===== src/design/clgm_pkg.sv =====
`timescale 1ns / 1ps
// ----------------------------------------------------------------------------
// clgm_pkg
// Shared types, codes and helpers for the cached lock grant manager.
// ----------------------------------------------------------------------------
package clgm_pkg;

   localparam int LOCK_COUNT   = 16;
   localparam int CLIENT_COUNT = 8;
   localparam int TXN_BITS     = 32;

   localparam int LOCK_BITS    = $clog2(LOCK_COUNT);
   localparam int CLIENT_BITS  = $clog2(CLIENT_COUNT);
   localparam int PAIR_BITS    = LOCK_BITS + CLIENT_BITS;
   localparam int PAIR_COUNT   = LOCK_COUNT * CLIENT_COUNT;
   localparam int REPLY_BITS   = 2;
   // transaction number, acquire reply, release reply
   localparam int WORD_BITS    = TXN_BITS + 2 * REPLY_BITS;

   typedef logic [LOCK_BITS-1:0]    lock_id_type;
   typedef logic [CLIENT_BITS-1:0]  client_id_type;
   typedef logic [TXN_BITS-1:0]     txn_type;
   typedef logic [PAIR_BITS-1:0]    pair_type;
   typedef logic [CLIENT_COUNT-1:0] waiters_type;
   typedef logic [REPLY_BITS-1:0]   status_type;
   typedef logic [1:0]              mode_type;
   typedef logic [1:0]              kind_type;
   typedef logic                    action_type;

   localparam action_type ACT_ACQUIRE = 1'b0;
   localparam action_type ACT_RELEASE = 1'b1;

   localparam status_type ST_OK       = 2'd0;
   localparam status_type ST_RETRY    = 2'd1;
   localparam status_type ST_PROTO    = 2'd2;
   localparam status_type ST_NOTOWNER = 2'd3;

   localparam mode_type MODE_FREE     = 2'd0;
   localparam mode_type MODE_LOCKED   = 2'd1;
   localparam mode_type MODE_WAITING  = 2'd2;
   localparam mode_type MODE_RETRYING = 2'd3;

   localparam kind_type MSG_NONE   = 2'd0;
   localparam kind_type MSG_REVOKE = 2'd1;
   localparam kind_type MSG_RETRY  = 2'd2;

   typedef struct packed {
      mode_type      mode;
      client_id_type holder;
      waiters_type   waiters;
   } lock_entry_type;

   // request held in the stage register, with its lock entry and message target
   typedef struct packed {
      action_type     action;
      lock_id_type    lock_id;
      client_id_type  client_id;
      txn_type        txn;
      lock_entry_type ent;
      client_id_type  tgt;
   } stage_type;

   // per (lock, client) view of the requester plus the target's number
   typedef struct packed {
      logic       seen;
      logic       rel_valid;
      txn_type    txn;
      status_type acq_reply;
      status_type rel_reply;
      txn_type    tgt_txn;
   } pair_view_type;

   typedef struct packed {
      status_type     status;
      kind_type       kind;
      client_id_type  msg_client;
      lock_id_type    msg_lock;
      txn_type        msg_txn;
      logic           ent_we;
      lock_entry_type ent;
      logic           txn_we;
      logic           rel_we;
   } decide_type;

   function automatic client_id_type lowest_waiter(input waiters_type mask);
      client_id_type c;
      c = '0;
      for (int i = CLIENT_COUNT - 1; i >= 0; i--) begin
         if (mask[i]) begin
            c = client_id_type'(i);
         end
      end
      return c;
   endfunction

endpackage


===== src/design/clgm_decide.sv =====
`timescale 1ns / 1ps
// ----------------------------------------------------------------------------
// clgm_decide
// Grant decision for one request: reply, message and state updates.
// ----------------------------------------------------------------------------
module clgm_decide (
   input  clgm_pkg::stage_type     stg,
   input  clgm_pkg::pair_view_type pv,
   output clgm_pkg::decide_type    dec
);
   import clgm_pkg::*;

   waiters_type    bit_mask;
   waiters_type    remaining;
   logic           held;
   status_type     st;
   kind_type       kind;
   client_id_type  tgt;
   lock_entry_type ent;
   logic           ent_we;
   logic           txn_we;
   logic           rel_we;

   assign bit_mask  = waiters_type'(1) << stg.client_id;
   assign remaining = stg.ent.waiters & ~bit_mask;
   assign held      = (stg.ent.mode == MODE_LOCKED) || (stg.ent.mode == MODE_WAITING);

   always_comb begin
      st     = ST_OK;
      kind   = MSG_NONE;
      tgt    = '0;
      ent    = stg.ent;
      ent_we = 1'b0;
      txn_we = 1'b0;
      rel_we = 1'b0;
      if (stg.action == ACT_ACQUIRE) begin
         priority if (!pv.seen || (pv.txn < stg.txn)) begin
            txn_we = 1'b1;
            ent_we = 1'b1;
            unique case (stg.ent.mode)
               MODE_FREE: begin
                  ent.mode   = MODE_LOCKED;
                  ent.holder = stg.client_id;
               end
               MODE_LOCKED, MODE_WAITING: begin
                  ent.mode    = MODE_WAITING;
                  ent.waiters = stg.ent.waiters | bit_mask;
                  kind        = MSG_REVOKE;
                  tgt         = stg.tgt;
                  st          = ST_RETRY;
               end
               MODE_RETRYING: begin
                  if ((stg.ent.waiters & bit_mask) != '0) begin
                     ent.waiters = remaining;
                     ent.holder  = stg.client_id;
                     if (remaining != '0) begin
                        ent.mode = MODE_WAITING;
                        kind     = MSG_REVOKE;
                        tgt      = stg.client_id;
                     end else begin
                        ent.mode = MODE_LOCKED;
                     end
                  end else begin
                     ent.waiters = stg.ent.waiters | bit_mask;
                     st          = ST_RETRY;
                  end
               end
               default: begin
                  ent_we = 1'b0;
               end
            endcase
         end else if (pv.txn > stg.txn) begin
            st = ST_PROTO;
         end else begin
            st = pv.acq_reply;
         end
      end else begin
         priority if (!pv.seen || (pv.txn != stg.txn)) begin
            st = ST_PROTO;
         end else if (pv.rel_valid) begin
            st = pv.rel_reply;
         end else begin
            rel_we = 1'b1;
            if (!held || (stg.ent.holder != stg.client_id)) begin
               st = ST_NOTOWNER;
            end else if ((stg.ent.mode == MODE_WAITING) && (stg.ent.waiters != '0)) begin
               ent_we     = 1'b1;
               ent.mode   = MODE_RETRYING;
               ent.holder = '0;
               kind       = MSG_RETRY;
               tgt        = stg.tgt;
            end else begin
               ent_we     = 1'b1;
               ent.mode   = MODE_FREE;
               ent.holder = '0;
            end
         end
      end
   end

   // the requester's own number is always the request's number when it is the target
   always_comb begin
      dec.status = st;
      dec.kind   = kind;
      dec.ent_we = ent_we;
      dec.ent    = ent;
      dec.txn_we = txn_we;
      dec.rel_we = rel_we;
      if (kind == MSG_NONE) begin
         dec.msg_client = '0;
         dec.msg_lock   = '0;
         dec.msg_txn    = '0;
      end else begin
         dec.msg_client = tgt;
         dec.msg_lock   = stg.lock_id;
         dec.msg_txn    = (tgt == stg.client_id) ? stg.txn : pv.tgt_txn;
      end
   end

endmodule


===== config.mk =====
export PLATFORM = sky130hd
export DESIGN_NAME = clgm_decide
export DESIGN_NICKNAME = d
export VERILOG_FILES = /design/src/design/clgm_pkg.sv /design/src/design/clgm_decide.sv
export SDC_FILE = /design/constraint.sdc
export NUM_CORES = 1
export LEC_CHECK = 0
export BUFFER_PORTS_ARGS = -buffer_cell sky130_fd_sc_hd__buf_2
export CAP_MARGIN = 25
export CORE_MARGIN = 2
export CORE_UTILIZATION = 40
export DETAILED_ROUTE_END_ITERATION = 6
export GPL_ROUTABILITY_DRIVEN = 1
export GPL_TIMING_DRIVEN = 0
export PLACE_DENSITY = 0.77
export SLEW_MARGIN = 20
export SYNTH_ARGS = -nofsm -noshare
export SYNTH_HDL_FRONTEND = slang
export SYNTH_SLANG_ARGS = --single-unit

===== constraint.sdc =====
create_clock -name vclk -period 4.4
set_clock_uncertainty 0.2 [all_clocks]
set_input_delay 0.66 -clock vclk [all_inputs]
set_output_delay 0.66 -clock vclk [all_outputs]
set_load 0.03 [all_outputs]

==> impl_metrics.yaml, run 1 <==
status:
  status: "finished with violations"
  violations: "setup timing"
layout:
  register_area_um2: 0
  area_growth_pct: 60.4
  design.seq.count: 0
  antenna_cells: 0
  fin_util_pct: 65.8
  drive_gt1_share_pct: 44.7
  clock_buffers: 0
  nets: 750
  finalInstanceArea_um2: 4130
  final_cell_mix: "148 x buf_2, 86 x nand2_1, 45 x buf_4"
  final_common_cell: "buf_2"
  instances_no_fill: 663
power_and_ir_drop:
  p_sw_uw: 288
  p_comb_share_pct: 100.0
  swShare_pct: 56.9
  p_clk_share_pct: 0
  internal_power_uw: 218
  p_leak_nw: 2.06
  p_seq_share_pct: 0
  peakVddDrop_v: 0.0000925
  p_per_area_nw_per_um2: 123
route:
  wl_per_cell_um: 15.5
  drt_iter0_markers: 187
  vias: 3676
  wirelength_mm: 10.3
  viasPerCell: 5.54
  ant_nets: 0
  drc: 0
  drt_first_pass_iters: 4
synth:
  synthTopCellsByArea: "ha_1 17%, nand2_1 13%, mux2i_1 12%, a21oi_1 6.2%, inv_1 5.7%"
  syn-cell-area_um2: 2570
  ys.warnings.count: 0
  synth_top_area_share_pct: 17.5
  synth_area_leader_cell: "ha_1"
  synth_nets: 554
  ys_types: 59
  avgSynthCellArea_um2: 6.57
  synth-seq-area-share_pct: 0
  synth_cells: 392
floorplanning:
  die_w_um: 84.2
  start_util_pct: 41.0
  core_um2: 6280
  die_area_um2: 7100
  io_pins: 185
  fp-row-count: 29
  die_h_um: 84.2
worst_setup_path:
  critPathMaxFanout: 10
  start_kind: "input pin"
  crit_required_ns: 3.54
  end_kind: "output port"
  critPathKind: "in2out"
  startpoint: "stg[43]"
  crit_arrival_ns: 3.59
placement:
  placed_area_um2: 3610
  hpwl_mm: 7.72
  dp_cells: 652
  place_congestion: 0.927
  numPortBuffers: 183
sta:
  fin_crit_sh_pct: 101
  hold_viol: 0
  rsz0062_at_grt: "true"
  fmax_mhz: 225
  finalSetupViolations: 4
  finalCriticalPeriod_ns: 4.45
  slew_violations: 0
  setup_ws_ns: -0.0480
  worstMarginPinSlew_ns: 0.553
  max_slew_margin_pct: 63.1
min_path:
  min_to: "dec[48]"
  min-delay-start: "stg[51]"
  hp-class: "in2out"
  min_path_cells: 3
grt:
  grt_max_degree: 11
  grt_overflow: 0
  grtUsageTotal_pct: 23.7
  grt_pass1_vias: 3354
  grt_pass1_wl_mm: 14.6
  antenna_found_initial: 0
job:
  drv_cap: 0
-- layout make-up --
class	count	area, um^2
Buffer	25	194
Multi-Input combinational cell	327	2510
Tap cell	77	96.3
Inverter	39	151
Timing Repair Buffer	195	1180
Fill cell	539	2150
-- worst max-delay path by stage --
stage,end,slack (ns),depth (start not counted)
finish,dec[45],-0.05,13
global route,dec[45],-0.17,15
CTS,dec[33],0.002,14
detailed placement,dec[33],-0.30,14
global placement,dec[33],-0.29,14
floorplan,dec[18],0.04,11
-- repair_timing --
action	CTS	global route
setup buffers	2	8
cloned	0	2
hold buffers	0	0
setup endpoints to repair	44	44
pin swaps	3	14
resized for setup	9	110
-- logic make-up after synthesis --
logic type      Yosys count  share of synthesized area [%]
mux                      35                           14.7
simple gates            171                           32.9
xor+xnor                  3                           1.02
fa+ha+maj                36                           17.5
compound gates           82                           20.8
buf+inv                  65                           13.0
-- stage by stage --
| stage | worst slack (ns) | power [mW] | hold slack (ns) | TNS (ns) |
|---|---|---|---|---|
| floorplan | 0.0358 | 0.287 | 1.30 | 0 |
| global placement | -0.293 | 0.423 | 1.48 | -7.48 |
| detailed placement | -0.302 | 0.432 | 1.47 | -9.07 |
| finish | -0.0480 | 0.507 | 1.47 | -0.104 |
| CTS | 0.00203 | 0.439 | 1.47 | 0 |
| global route | -0.166 | 0.546 | 1.49 | -3.04 |
-- cell usage after synthesis (8+ instances only) --
cell      number
nand2_1       87
inv_1         39
ha_1          36
a21oi_1       32
mux2i_1       32
nor2_1        18
o21ai_0       13
clkbuf_1       8
nand3_1        8
nand4_1        8
-- power by group through the flow --
| stage | logic [mW] | clock network [mW] | registers, mW |
|---|---|---|---|
| 5_1_grt | 0.546 | 0 | 0 |
| 4_1_cts | 0.439 | 0 | 0 |
| 3_3_place_gp | 0.423 | 0 | 0 |
| 2_1_floorplan | 0.287 | 0 | 0 |
| 6_report | 0.507 | 0 | 0 |
| 3_5_place_dp | 0.432 | 0 | 0 |
-- critical path, cell delays in order --
cell and delay, ns:
buf_8 0.08, inv_4 0.03, ha_4 0.26, nand4_1 0.20, or4_4 0.61, a311oi_4 0.34, nor3_2 0.10, o21a_1 0.22
o311a_1 0.36, buf_6 0.16, buf_12 0.16, mux2i_1 0.21, buf_4 0.20
-- per-layer routing --
layer  track usage, %  vias to the layer above  share of wire [%]
met5                0                        -                  0
met4             2.79                        0                1.8
met3             3.54                       18                5.8
met2             42.6                      147                 51
met1             30.7                     1735                 41
li1                 -                     1776                  -
Note: power is estimated with default switching activity, not from simulation.
==> run 2, diff against run 1 <==
==> constraint.sdc (replaced) <==
create_clock -name vclk -period 4.4
set_clock_uncertainty 0.2 [all_clocks]
set_input_delay 0.44 -clock vclk [all_inputs]
set_output_delay 0.44 -clock vclk [all_outputs]
set_load 0.03 [all_outputs]
==> impl_metrics.yaml, run 2 (synthesized netlist as in run 1, its figures left out) <==
layout:
  area_growth_pct: 40.5
  register_area_um2: 0
  final_cell_mix: "190 x buf_2, 87 x nand2_1, 39 x inv_1"
  clock_buffers: 0
  drive_gt1_share_pct: 38.4
  design.seq.count: 0
  antenna_cells: 0
  instances_no_fill: 652
  nets: 739
  final_common_cell: "buf_2"
sta:
  fin_crit_sh_pct: 93.8
  setup_ws_ns: 0.271
  max_slew_margin_pct: 56.8
  tns_ns: 0
  hold_ws_ns: 1.03
  hold_viol: 0
  rsz0062_at_grt: "false"
  fmax_mhz: 242
  finalCriticalPeriod_ns: 4.13
  worstMarginPinSlew_ns: 0.648
  slew_violations: 0
  finalSetupViolations: 0
worst_setup_path:
  worstPathCellList: "buf_2, inv_1, ha_1, nand4_1, a2111o_1, a311oi_4, nor3_2, o21a_1, o311a_1, buf_6, buf_12, mux2i_1, buf_2"
  path_common_cell: "buf_2"
  critPathKind: "in2out"
  cp_slowest_cell: "a2111o_1"
  path_buf_inv: 5
  end_kind: "output port"
  critical-path-top-delay-family: "compound AO/OA/AOI/OAI gates"
  critPathMaxFanout: 10
  crit_arrival_ns: 3.49
  crit_required_ns: 3.76
  crit_path_max_incr_delay_ns: 0.53
  start_kind: "input pin"
route:
  viasPerCell: 5.38
  drt_iter0_markers: 189
  drt_first_pass_iters: 6
  ant_nets: 0
  wirelength_mm: 8.96
  wl_per_cell_um: 13.7
  drc: 0
  vias: 3507
placement:
  dp_slack_ns: 0.0868
  dp_cells: 652
  hpwl_mm: 7.65
  numPortBuffers: 183
  place_congestion: 0.888
floorplanning:
  die_h_um: 84.2
  start_util_pct: 41.0
  fp-row-count: 29
  io_pins: 185
  core_um2: 6280
  die_w_um: 84.2
  die_area_um2: 7100
power_and_ir_drop:
  p_per_area_nw_per_um2: 120
  internal_power_uw: 173
  p_clk_share_pct: 0
  p_comb_share_pct: 100.0
  p_seq_share_pct: 0
  peakVddDrop_v: 0.0000669
  p_leak_nw: 1.94
  swShare_pct: 60.1
  p_sw_uw: 261
  totalPowerFinal_uw: 434
job:
  drv_cap: 0
grt:
  grtUsageTotal_pct: 23.5
  grt_max_degree: 11
  grt_overflow: 0
  antenna_found_initial: 0
  grt_pass1_vias: 3224
  grt_pass1_wl_mm: 14.4
clock_network:
  cts_hold_buffers: 0
status:
  status: "finished, final reports clean"
min_path:
  hp-class: "in2out"
run 2: changes by cell type in the layout (fill, tap and decap cells not counted), moves of 3 or more:
cell      change
buf_2        +42
buf_6         -7
ha_4          -9
inv_1         +4
mux2i_1       +6
ha_1          +9
buf_4        -40
mux2i_2       -3
mux2i_4       -3
clkbuf_1      +4
clkbuf_2      -4
run 2: area by class of cell:
cell class,count,area (um^2)
Buffer,26,189
Fill cell,614,2660
Inverter,39,146
Multi-Input combinational cell,327,2270
Tap cell,77,96.3
Timing Repair Buffer,183,916
run 2: path summary, 6_finish.rpt:
path                 from       to  slack (ns)  depth (start not counted)
setup / recovery  stg[30]  dec[31]        0.27                         13
hold / removal    stg[52]  dec[49]        1.03                          3
run 2: routing by layer:
metal	track usage [%]	routed length, um
met1	30.1	3810
met4	3.67	112
met3	1.77	660
met2	43.4	4370
met5	0	0
run 2: power groups by stage:
stage          registers, mW  clock network (mW)  logic (mW)
2_1_floorplan              0                   0       0.286
3_3_place_gp               0                   0       0.422
3_5_place_dp               0                   0       0.430
4_1_cts                    0                   0       0.432
6_report                   0                   0       0.434
5_1_grt                    0                   0       0.474
run 2: per-stage QoR:
step / util [%] / instance area (um^2)
after floorplan: - / 2580
after global placement: 57.2 / 3590
after detailed placement: 57.2 / 3590
after CTS: 57.2 / 3590
after global routing: 57.6 / 3620
final: 57.6 / 3620
run 2: tightest hold or removal path: cells and delay by family:
family	cells	cell delay (ns)
buffers and inverters	2	0.25
AND/OR/NAND/NOR	1	0.10
run 2: timing repair:
action	CTS	global route
endpoints found under the setup margin	0	42
gates resized for setup	0	4
buffers inserted	0	0
