<file path="src/design/clgm_ram.sv">
`timescale 1ns / 1ps
// ----------------------------------------------------------------------------
// clgm_ram
// Generic single write, single read RAM with registered read data.
// ----------------------------------------------------------------------------
module clgm_ram #(
   parameter int WIDTH = 8,
   parameter int DEPTH = 16
) (
   input  logic                     clock,
   input  logic                     wr_en,
   input  logic [$clog2(DEPTH)-1:0] wr_addr,
   input  logic [WIDTH-1:0]         wr_data,
   input  logic                     rd_en,
   input  logic [$clog2(DEPTH)-1:0] rd_addr,
   output logic [WIDTH-1:0]         rd_data
);

   logic [WIDTH-1:0] mem_ff [DEPTH];
   logic [WIDTH-1:0] rd_data_ff;

   always_ff @(posedge clock) begin
      if (wr_en) begin
         mem_ff[wr_addr] <= wr_data;
      end
      if (rd_en) begin
         rd_data_ff <= mem_ff[rd_addr];
      end
   end

   assign rd_data = rd_data_ff;

endmodule

</file>
<file path="config.mk">
export PLATFORM = sky130hd
export DESIGN_NAME = clgm_ram
export DESIGN_NICKNAME = d
export VERILOG_FILES = /design/src/design/clgm_ram.sv
export SDC_FILE = /design/constraint.sdc
export NUM_CORES = 1
export LEC_CHECK = 0
export BUFFER_PORTS_ARGS = -buffer_cell sky130_fd_sc_hd__buf_2
export CAP_MARGIN = 10
export CORE_ASPECT_RATIO = 1.1
export CORE_MARGIN = 2
export CORE_UTILIZATION = 25
export DETAILED_ROUTE_END_ITERATION = 12
export PLACE_DENSITY_LB_ADDON = 0.25
export SLEW_MARGIN = 30
export SYNTH_ARGS = -nofsm -noshare
export SYNTH_HDL_FRONTEND = slang
export SYNTH_SLANG_ARGS = --single-unit
</file>
<file path="constraint.sdc">
create_clock -name clock -period 3.2 [get_ports clock]
set_input_delay 0 -clock clock [delete_from_list [all_inputs] [get_ports clock]]
set_output_delay 0 -clock clock [all_outputs]
set_load 0.1 [all_outputs]
</file>
==> results of run 1 <==
[path summary, 6_finish.rpt]
kind                            endpoint                     from
setup / recovery    rd_data[7]$_DFFE_PP_   mem_ff[3][7]$_DFFE_PP_
hold / removal    mem_ff[4][7]$_DFFE_PP_               wr_addr[0]
setup reg to reg    rd_data[7]$_DFFE_PP_   mem_ff[3][7]$_DFFE_PP_
hold reg to reg     rd_data[0]$_DFFE_PP_  mem_ff[12][0]$_DFFE_PP_
[power by group through the flow]
stage	logic (mW)	registers (mW)	clock network [mW]
final	0.251	2.02	2.07
after global placement	0.243	2.06	0
after CTS	0.256	2.02	2.11
after global routing	0.270	2.02	2.19
after detailed placement	0.247	2.06	0
after floorplan	0.101	2.12	0
[registers in the layout, summed over array words and instances, names as in the netlist]
name	cells
mem_ff	128
rd_data	8
[per-stage QoR]
stage | instance area, µm² | hold WS (ps) | instances | power (mW) | worst slack (ps)
after floorplan | 5230 | 98.9 | 229 | 2.22 | 1710
after global routing | 6390 | 84.3 | 547 | 4.48 | 1620
after CTS | 6380 | 69.2 | 547 | 4.39 | 1620
final | 6390 | 70.7 | 547 | 4.34 | 1650
after global placement | 5650 | 390 | 506 | 2.30 | 1270
after detailed placement | 5650 | 392 | 506 | 2.30 | 1290
[final cells by class]
type / instances / area (µm²)
Clock buffer: 19 / 433
Clock inverter: 13 / 203
Fill cell: 1973 / 14200
Multi-Input combinational cell: 83 / 1080
Sequential cell: 136 / 4080
Tap cell: 256 / 320
Timing Repair Buffer: 40 / 270
[kinds of logic (layout without fill, tap and decap cells)]
kind of cell	Yosys count	after routing	share of synthesized area [%]
flops	136	136	78.1
buf+inv	10	72	1.65
compound gates	16	16	2.30
mux	32	32	14.8
simple gates	35	35	3.14
[timing repair]
| action | in CTS | in global routing |
|---|---|---|
| setup endpoints to repair | 0 | 0 |
| endpoints found under the hold margin | 136 | 0 |
| hold buffers | 9 | 0 |
| buffers inserted | 0 | 0 |
[synthesized netlist by cell type]
library cell / number
buf_4: 1
nor2b_1: 1
nor3_1: 4
edfxtp_1: 136
or3b_2: 1
nand2b_1: 2
and2_1: 1
nand3b_1: 2
mux4_2: 18
buf_6: 3
mux4_1: 14
and2b_1: 1
nand2_1: 9
nor2_1: 13
nand3_1: 1
buf_2: 3
a22oi_1: 16
clkdlybuf4s25_2: 3
[routing by layer]
metal,vias to the layer above,share of wire [%],track usage [%],wire [µm]
met5,-,0,0,0
met4,0,1.6,4.57,180
met3,13,4.8,2.85,535
met2,64,48,16.7,5290
met1,1251,46,13.7,5080
li1,1086,-,-,-
[worst max-delay path, stage by stage, from the launching register on]
cell and delay, ps:
edfxtp_1 350, mux4_2 490, a22oi_1 330, nand2_1 110
==> results.sh, run 1 <==
export IMPL_status="finished, final reports clean"
export IMPL_p_int_mw=3.46
export IMPL_leakagePower_nw=2.07
export IMPL_grt_pass1_wl_um=16100
export IMPL_relSlewSlack_pct=40.1
export IMPL_synth_cell_types=18
export IMPL_grt_max_degree=26
export IMPL_antennaDiodeCount=0
export IMPL_avgSynthCellArea_um2=22.8
export IMPL_cts_tree="done"
export IMPL_layout_common_cells="edfxtp_1, buf_2, mux4_2, clkbuf_16, a22oi_1"
export IMPL_io_buffers=26
export IMPL_setup_tns_ps=0
export IMPL_antenna_found_initial=0
export IMPL_coreArea_mm2=0.0206
export IMPL_yosys_warnings=0
export IMPL_layout_area_overhead_vs_synth_pct=22.3
export IMPL_yosysTopAreaCell="edfxtp_1"
export IMPL_p_comb_share_pct=5.8
export IMPL_via_per_inst=4.41
export IMPL_syn_inst=229
export IMPL_post_drt_wl_per_cell_um=20.3
export IMPL_rsz0062_at_grt="false"
export IMPL_numCtsBuffers=17
export IMPL_ys_seq_area_share_pct=78.1
export IMPL_syn_nets=248
export IMPL_die_x_um=142
export IMPL_track_usage_pct=10.6
export IMPL_clkTransAtPathRegs_ps=60
export IMPL_gp_congestion=0.709
export IMPL_fp_dieH_um=156
export IMPL_grt_pass1_vias=2553
export IMPL_drv_cap=0
export IMPL_clockBufferDepth=2
export IMPL_io_pins=27
export IMPL_insertion_delay_ps=420
export IMPL_fin_nets=297
export IMPL_worstPathRequired_ps=3350
export IMPL_crit_fanout=1
export IMPL_routed_wl_um=11100
export IMPL_htreeDepth=4
export IMPL_final_core_util_pct=31.1
export IMPL_crit_type="flop to flop"
export IMPL_antenna_left=0
export IMPL_hold_viol=0
export IMPL_r2r_cells=3
export IMPL_drt_drc_violations_left=0
export IMPL_clock_root_buffer="clkbuf_16"
export IMPL_initial_core_util_pct=25.4
export IMPL_syn_cell_area_mm2=0.00523
export IMPL_setup_viol=0
export IMPL_slew_viol_final=0
export IMPL_dpl_hpwl_um=7010
export IMPL_clock_sinks=136
export IMPL_fin_skew_ps=4.73
export IMPL_sw_frac_of_total_pct=20.2
export IMPL_yosys_top_cells_area="edfxtp_1, mux4_2, mux4_1"
export IMPL_hp_class="input pin to flop"
export IMPL_firstDrtPassIters=4
export IMPL_fmax_mhz=645
export IMPL_fin_crit_ps=1550
export IMPL_cp_start_kind="flop"
export IMPL_fp_row_count=55
export IMPL_ys_ff_latch=136
export IMPL_vias=2414
export IMPL_ir_worst_vdd_mv=0.332
export IMPL_drt_iter0_drc=118
export IMPL_layout_commonest_cell="edfxtp_1"
export IMPL_crit_arrival_ps=1700
export IMPL_switching_power_uw=878
export IMPL_drive_gt1_share_pct=30.2
export IMPL_tightest_slew_ps=895
export IMPL_end_kind="flop"
export IMPL_synth_top_cell_area_share_pct=78.1
export IMPL_power_density_mw_per_mm2=679
export IMPL_power_frac_clock_pct=47.7
export IMPL_cts_resized_gates=0
export IMPL_pwr_share_seq_pct=46.5
export IMPL_die_area_mm2=0.0221
export IMPL_rrSetupSlack_ps=1650
export IMPL_overflow=0
export IMPL_min_path_cells=2
export IMPL_min_period_over_period_pct=48.4
No activity file was read; power rests on OpenSTA's default activity.
==> run 2, diff against run 1 <==
clock period = 1.3 ns   (was 3.2 ns; I/O delays follow)
==> run 2 against run 1 <==
Effect of this change: the flow now finishes with violations (negative setup slack); sequential cell count did not move; maximum frequency up 9.6%; combinational power grew to 2.8 times the previous value; core utilization rose by 1.3 points; sequential share of layout area down 2.5 points; count of clock-buffer cells in the layout grew 3; critical path type unchanged; largest power group unchanged.
==> results.sh, run 2 (synthesized netlist as in run 1, its figures left out) <==
export IMPL_numCtsBuffers=17
export IMPL_dp_slack_ps=-376
export IMPL_fmax_mhz=707
export IMPL_grt_pass1_vias=2703
export IMPL_io_buffers=26
export IMPL_end_kind="flop"
export IMPL_fin_skew_ps=3.51
export IMPL_rsz0062_at_grt="true"
export IMPL_cp_start_kind="flop"
export IMPL_clockBufferDepth=2
export IMPL_power_density_mw_per_mm2=1670
export IMPL_drt_drc_violations_left=0
export IMPL_grt_max_degree=23
export IMPL_switching_power_mw=2.11
export IMPL_hp_class="input pin to flop"
export IMPL_leakagePower_nw=2.23
export IMPL_power_frac_clock_pct=48.9
export IMPL_crit_fanout=1
export IMPL_final_fill_count=1966
export IMPL_drt_iter0_drc=349
export IMPL_fin_crit_ps=1410
export IMPL_dpl_instance_area_mm2=0.00588
export IMPL_ir_worst_vdd_mv=0.879
export IMPL_postCtsSetupRepairBufs=0
export IMPL_p_int_mw=8.97
export IMPL_post_drt_wl_per_cell_um=19.7
export IMPL_cts_tree="done"
export IMPL_crit_arrival_ps=1560
export IMPL_cp_top_family="multiplexers"
export IMPL_tightest_slew_ps=844
export IMPL_largest_register_ff_count=128
export IMPL_worstPathRequired_ps=1450
export IMPL_die_area_mm2=0.0221
export IMPL_vias=2544
export IMPL_clock_sinks=136
export IMPL_p_comb_share_pct=6.3
export IMPL_insertion_delay_ps=410
export IMPL_routed_wl_um=11300
export IMPL_die_x_um=142
export IMPL_track_usage_pct=11.2
export IMPL_via_per_inst=4.44
export IMPL_io_pins=27
export IMPL_drive_gt1_share_pct=36.3
export IMPL_hold_viol=0
export IMPL_crit_type="flop to flop"
export IMPL_worst_slack_ps=-114
export IMPL_antenna_found_initial=0
export IMPL_dpl_hpwl_um=7250
export IMPL_relSlewSlack_pct=43.5
export IMPL_crit_buf_inv=0
export IMPL_slew_viol_final=0
export IMPL_gp_congestion=0.697
export IMPL_layout_commonest_cell="edfxtp_1"
export IMPL_max_stage_delay_ps=500
export IMPL_min_period_over_period_pct=109
export IMPL_antennaDiodeCount=0
export IMPL_coreArea_mm2=0.0206
export IMPL_worstPathCellList="mux4_1 > a22oi_1 > nand2_1"
export IMPL_setup_tns_ps=-739
export IMPL_stdcell_area_mm2=0.00665
export IMPL_status="finished, violations left"
export IMPL_sw_frac_of_total_pct=19.1
export IMPL_firstDrtPassIters=4
export IMPL_clkTransAtPathRegs_ps=50
export IMPL_largest_register="mem_ff"
export IMPL_layout_area_overhead_vs_synth_pct=27.3
export IMPL_final_core_util_pct=32.3
export IMPL_cp_slowest_cell="mux4_1"
export IMPL_final_cells=573
export IMPL_fp_dieH_um=156
export IMPL_drv_cap=0
export IMPL_antenna_left=0
export IMPL_fin_nets=323
export IMPL_violations="negative setup slack"
export IMPL_finalPower_mw=11.1
export IMPL_holdWs_ps=152
export IMPL_placed_cells=532
export IMPL_grt_pass1_wl_um=17000
export IMPL_pwr_share_seq_pct=44.9
export IMPL_initial_core_util_pct=25.4
export IMPL_htreeDepth=4
export IMPL_clock_root_buffer="clkbuf_16"
export IMPL_layout_common_cells="edfxtp_1, buf_4, mux4_2, buf_2, clkbuf_16"
export IMPL_fp_row_count=55
export IMPL_setup_viol=8
export IMPL_overflow=0
-- run 2: power groups by stage --
stage | logic (mW) | registers (mW) | clock network (mW)
floorplan | 0.250 | 5.21 | 0
global placement | 0.654 | 5.06 | 0
detailed placement | 0.663 | 5.06 | 0
CTS | 0.703 | 4.97 | 5.52
global route | 0.746 | 4.98 | 5.75
finish | 0.693 | 4.97 | 5.42
-- run 2: path summary, 6_finish.rpt --
check                           end                    start  depth (start not counted)  slack, ps
max            rd_data[1]$_DFFE_PP_   mem_ff[9][1]$_DFFE_PP_                          3       -110
min reg2reg    rd_data[5]$_DFFE_PP_  mem_ff[15][5]$_DFFE_PP_                          3        750
min          mem_ff[0][0]$_DFFE_PP_               wr_addr[0]                          3        150
max reg2reg    rd_data[1]$_DFFE_PP_   mem_ff[9][1]$_DFFE_PP_                          3       -110
-- run 2: what timing repair did --
item / CTS / global route
setup endpoints to repair: 9 / 10
pin swaps: 5 / 1
gates resized for setup: 12 / 3
hold buffers: 9 / 0
hold endpoints to repair: 132 / 0
-- run 2: final cells by class --
class / instances / area, µm² / share of cell area, %
Clock buffer: 22 / 444 / 6.68
Clock inverter: 10 / 223 / 3.35
Multi-Input combinational cell: 83 / 1070 / 16.1
Sequential cell: 136 / 4080 / 61.4
Tap cell: 256 / 320 / 4.81
Timing Repair Buffer: 66 / 510 / 7.67
-- run 2: tightest hold or removal path, stage by stage --
cell and delay, ps:
buf_2 150, nor3_2 60, buf_4 170
-- run 2: metal layers --
layer | vias to the layer above | GRT usage, % | share of wire, %
met3 | 13 | 4.33 | 5.8
li1 | 1125 | - | -
met2 | 62 | 16.7 | 47
met4 | 0 | 3.29 | 1.1
met1 | 1344 | 15.2 | 46
met5 | - | 0 | 0
==> run 3, diff against run 2 <==
PLACE_DENSITY = 0.45   (was not set)
PLACE_DENSITY_LB_ADDON = not set   (was 0.25)
==> run 3 against run 2 <==
Effect of this change: the flow still finishes with violations (negative setup slack); design area is 0.94% lower; routed wire length fell by 4.3%; maximum frequency rose by 1.6%; sequential power hardly changed; first-iteration DRC count is 37% lower; total power down 2.9%; sequential cell count unchanged; sequential share of layout area increased by 0.58 points; clock power is 5.9% lower; count of clock-buffer cells in the layout shrank 4; via count shrank 3.2%; worst hold slack better by 3.5 ps; critical endpoint is now rd_data[5]$_DFFE_PP_.
==> results.sh, run 3 (synthesized netlist as in run 1, its figures left out) <==
export IMPL_wl_met1_um=5200
export IMPL_crit_fanout=1
export IMPL_clkTransAtPathRegs_ps=60
export IMPL_grt_max_degree=18
export IMPL_cts_tree="done"
export IMPL_regArea_mm2=0.00408
export IMPL_insertion_delay_ps=410
export IMPL_gp_congestion=0.689
export IMPL_antenna_found_initial=0
export IMPL_relSlewSlack_pct=29.3
export IMPL_setup_viol=8
export IMPL_grt_pass1_vias=2621
export IMPL_routed_wl_met2_um=4990
export IMPL_wl_met3_um=413
export IMPL_track_usage_pct=10.5
export IMPL_violations="negative setup slack"
export IMPL_clock_root_buffer="clkbuf_16"
export IMPL_post_drt_wl_per_cell_um=19.0
export IMPL_fp_row_count=55
export IMPL_antenna_left=0
export IMPL_sw_frac_of_total_pct=20.3
export IMPL_p_comb_share_pct=6.4
export IMPL_fp_dieH_um=156
export IMPL_crit_arrival_ps=1550
export IMPL_vias=2462
export IMPL_numCtsBuffers=17
export IMPL_final_fill_count=1949
export IMPL_fin_crit_ps=1390
export IMPL_dpl_hpwl_um=7050
export IMPL_finalPower_mw=10.8
export IMPL_slew_viol_final=0
export IMPL_status="finished, violations left"
export IMPL_antennaDiodeCount=0
export IMPL_leakagePower_nw=2.17
export IMPL_die_x_um=142
export IMPL_cp_slowest_cell="mux4_2"
export IMPL_htreeDepth=4
export IMPL_clockBufferDepth=2
export IMPL_final_cells=567
export IMPL_grt_pass1_wl_um=16300
export IMPL_stdcell_area_mm2=0.00659
export IMPL_rsz0062_at_grt="true"
export IMPL_drt_drc_violations_left=0
export IMPL_power_density_mw_per_mm2=1630
export IMPL_routed_wl_um=10800
export IMPL_hp_class="input pin to flop"
export IMPL_crit_type="flop to flop"
export IMPL_drive_gt1_share_pct=38.6
export IMPL_hold_viol=0
export IMPL_io_pins=27
export IMPL_switching_power_mw=2.19
export IMPL_pwr_share_seq_pct=46.2
export IMPL_fmax_mhz=719
export IMPL_end_kind="flop"
export IMPL_worstPathCellList="mux4_2 > a22oi_2 > nand2_1"
export IMPL_tightest_slew_ps=1060
export IMPL_power_frac_clock_pct=47.4
export IMPL_max_stage_delay_ps=480
export IMPL_layout_common_cells="edfxtp_1, mux4_2, buf_2, buf_4, clkbuf_16"
export IMPL_die_area_mm2=0.0221
export IMPL_drt_iter0_drc=219
export IMPL_topRoutingLayerUsed="met4"
export IMPL_drv_cap=0
export IMPL_initial_core_util_pct=25.4
export IMPL_dpl_instance_area_mm2=0.00586
export IMPL_worst_slack_ps=-90.9
export IMPL_setup_tns_ps=-490
export IMPL_largest_register="mem_ff"
export IMPL_p_int_mw=8.57
export IMPL_largest_register_ff_count=128
export IMPL_fin_nets=317
export IMPL_clock_sinks=136
export IMPL_ir_worst_vdd_mv=0.872
export IMPL_layout_commonest_cell="edfxtp_1"
export IMPL_min_period_over_period_pct=107
export IMPL_io_buffers=26
export IMPL_overflow=0
export IMPL_firstDrtPassIters=5
export IMPL_cp_start_kind="flop"
export IMPL_fin_skew_ps=4.86
export IMPL_postCtsSetupRepairBufs=0
export IMPL_via_per_inst=4.34
export IMPL_multi_input_area_mm2=0.00106
export IMPL_layout_area_overhead_vs_synth_pct=26.1
export IMPL_placed_cells=526
export IMPL_coreArea_mm2=0.0206
export IMPL_worstPathRequired_ps=1460
-- run 3: cell types whose count changed in the layout (fill, tap and decap cells not counted), moves of 4 or more --
cell / previous run / this run
mux4_1: 8 / 4
buf_4: 28 / 20
mux4_2: 24 / 28
clkbuf_1: 5 / 1
clkinv_2: 1 / 5
clkinvlp_4: 0 / 4
-- run 3: final timing paths --
kind | end | cells past startpoint | start | slack [ps]
worst max-delay path | rd_data[5]$_DFFE_PP_ | 3 | mem_ff[3][5]$_DFFE_PP_ | -90
worst min register to register | rd_data[3]$_DFFE_PP_ | 3 | mem_ff[11][3]$_DFFE_PP_ | 750
worst max register to register | rd_data[5]$_DFFE_PP_ | 3 | mem_ff[3][5]$_DFFE_PP_ | -90
worst min-delay path | mem_ff[0][2]$_DFFE_PP_ | 3 | wr_addr[1] | 160
-- run 3: worst max-delay path, delay by kind of cell, from the launching register on --
family / cells / cell delay, ps
muxes: 1 / 480
and+or+nand+nor: 1 / 90
DFF: 1 / 360
AOI/OAI and AO/OA: 1 / 210
-- run 3: area by class of cell --
type,instances,share of cell area [%]
sequential,136,62.0
tap,256,4.86
timing repair buffer,60,7.40
clock buffer,18,6.51
clock inverter,14,3.11
multi-input combinational,83,16.2
-- run 3: repair_timing --
item,4_1_cts,5_1_grt
endpoints found under the hold margin,136,0
endpoints found under the setup margin,9,9
hold buffers,9,0
gates resized for setup,14,6
pin swaps,2,1
-- run 3: routing by layer --
metal  GRT usage, %  vias to the layer above
met4           4.29                        0
li1               -                     1106
met3           2.58                       15
met5              0                        -
met1           14.5                     1281
met2           15.8                       60
-- run 3: power groups by stage --
| stage | clock network [mW] | registers (mW) | logic, mW |
|---|---|---|---|
| after floorplan | 0 | 5.21 | 0.250 |
| after global placement | 0 | 5.06 | 0.648 |
| after detailed placement | 0 | 5.06 | 0.654 |
| after CTS | 5.18 | 4.98 | 0.694 |
| after global routing | 5.38 | 4.98 | 0.732 |
| final | 5.10 | 4.97 | 0.683 |
-- run 3: per-stage QoR --
stage          util (%)  hold slack (ps)  setup WS, ps
6_report           32.0              156         -90.9
5_1_grt            32.0              171          -148
4_1_cts            32.0              145          -111
3_5_place_dp       28.5              407          -295
3_3_place_gp       28.5              402          -292
2_1_floorplan         -             98.9          2.44
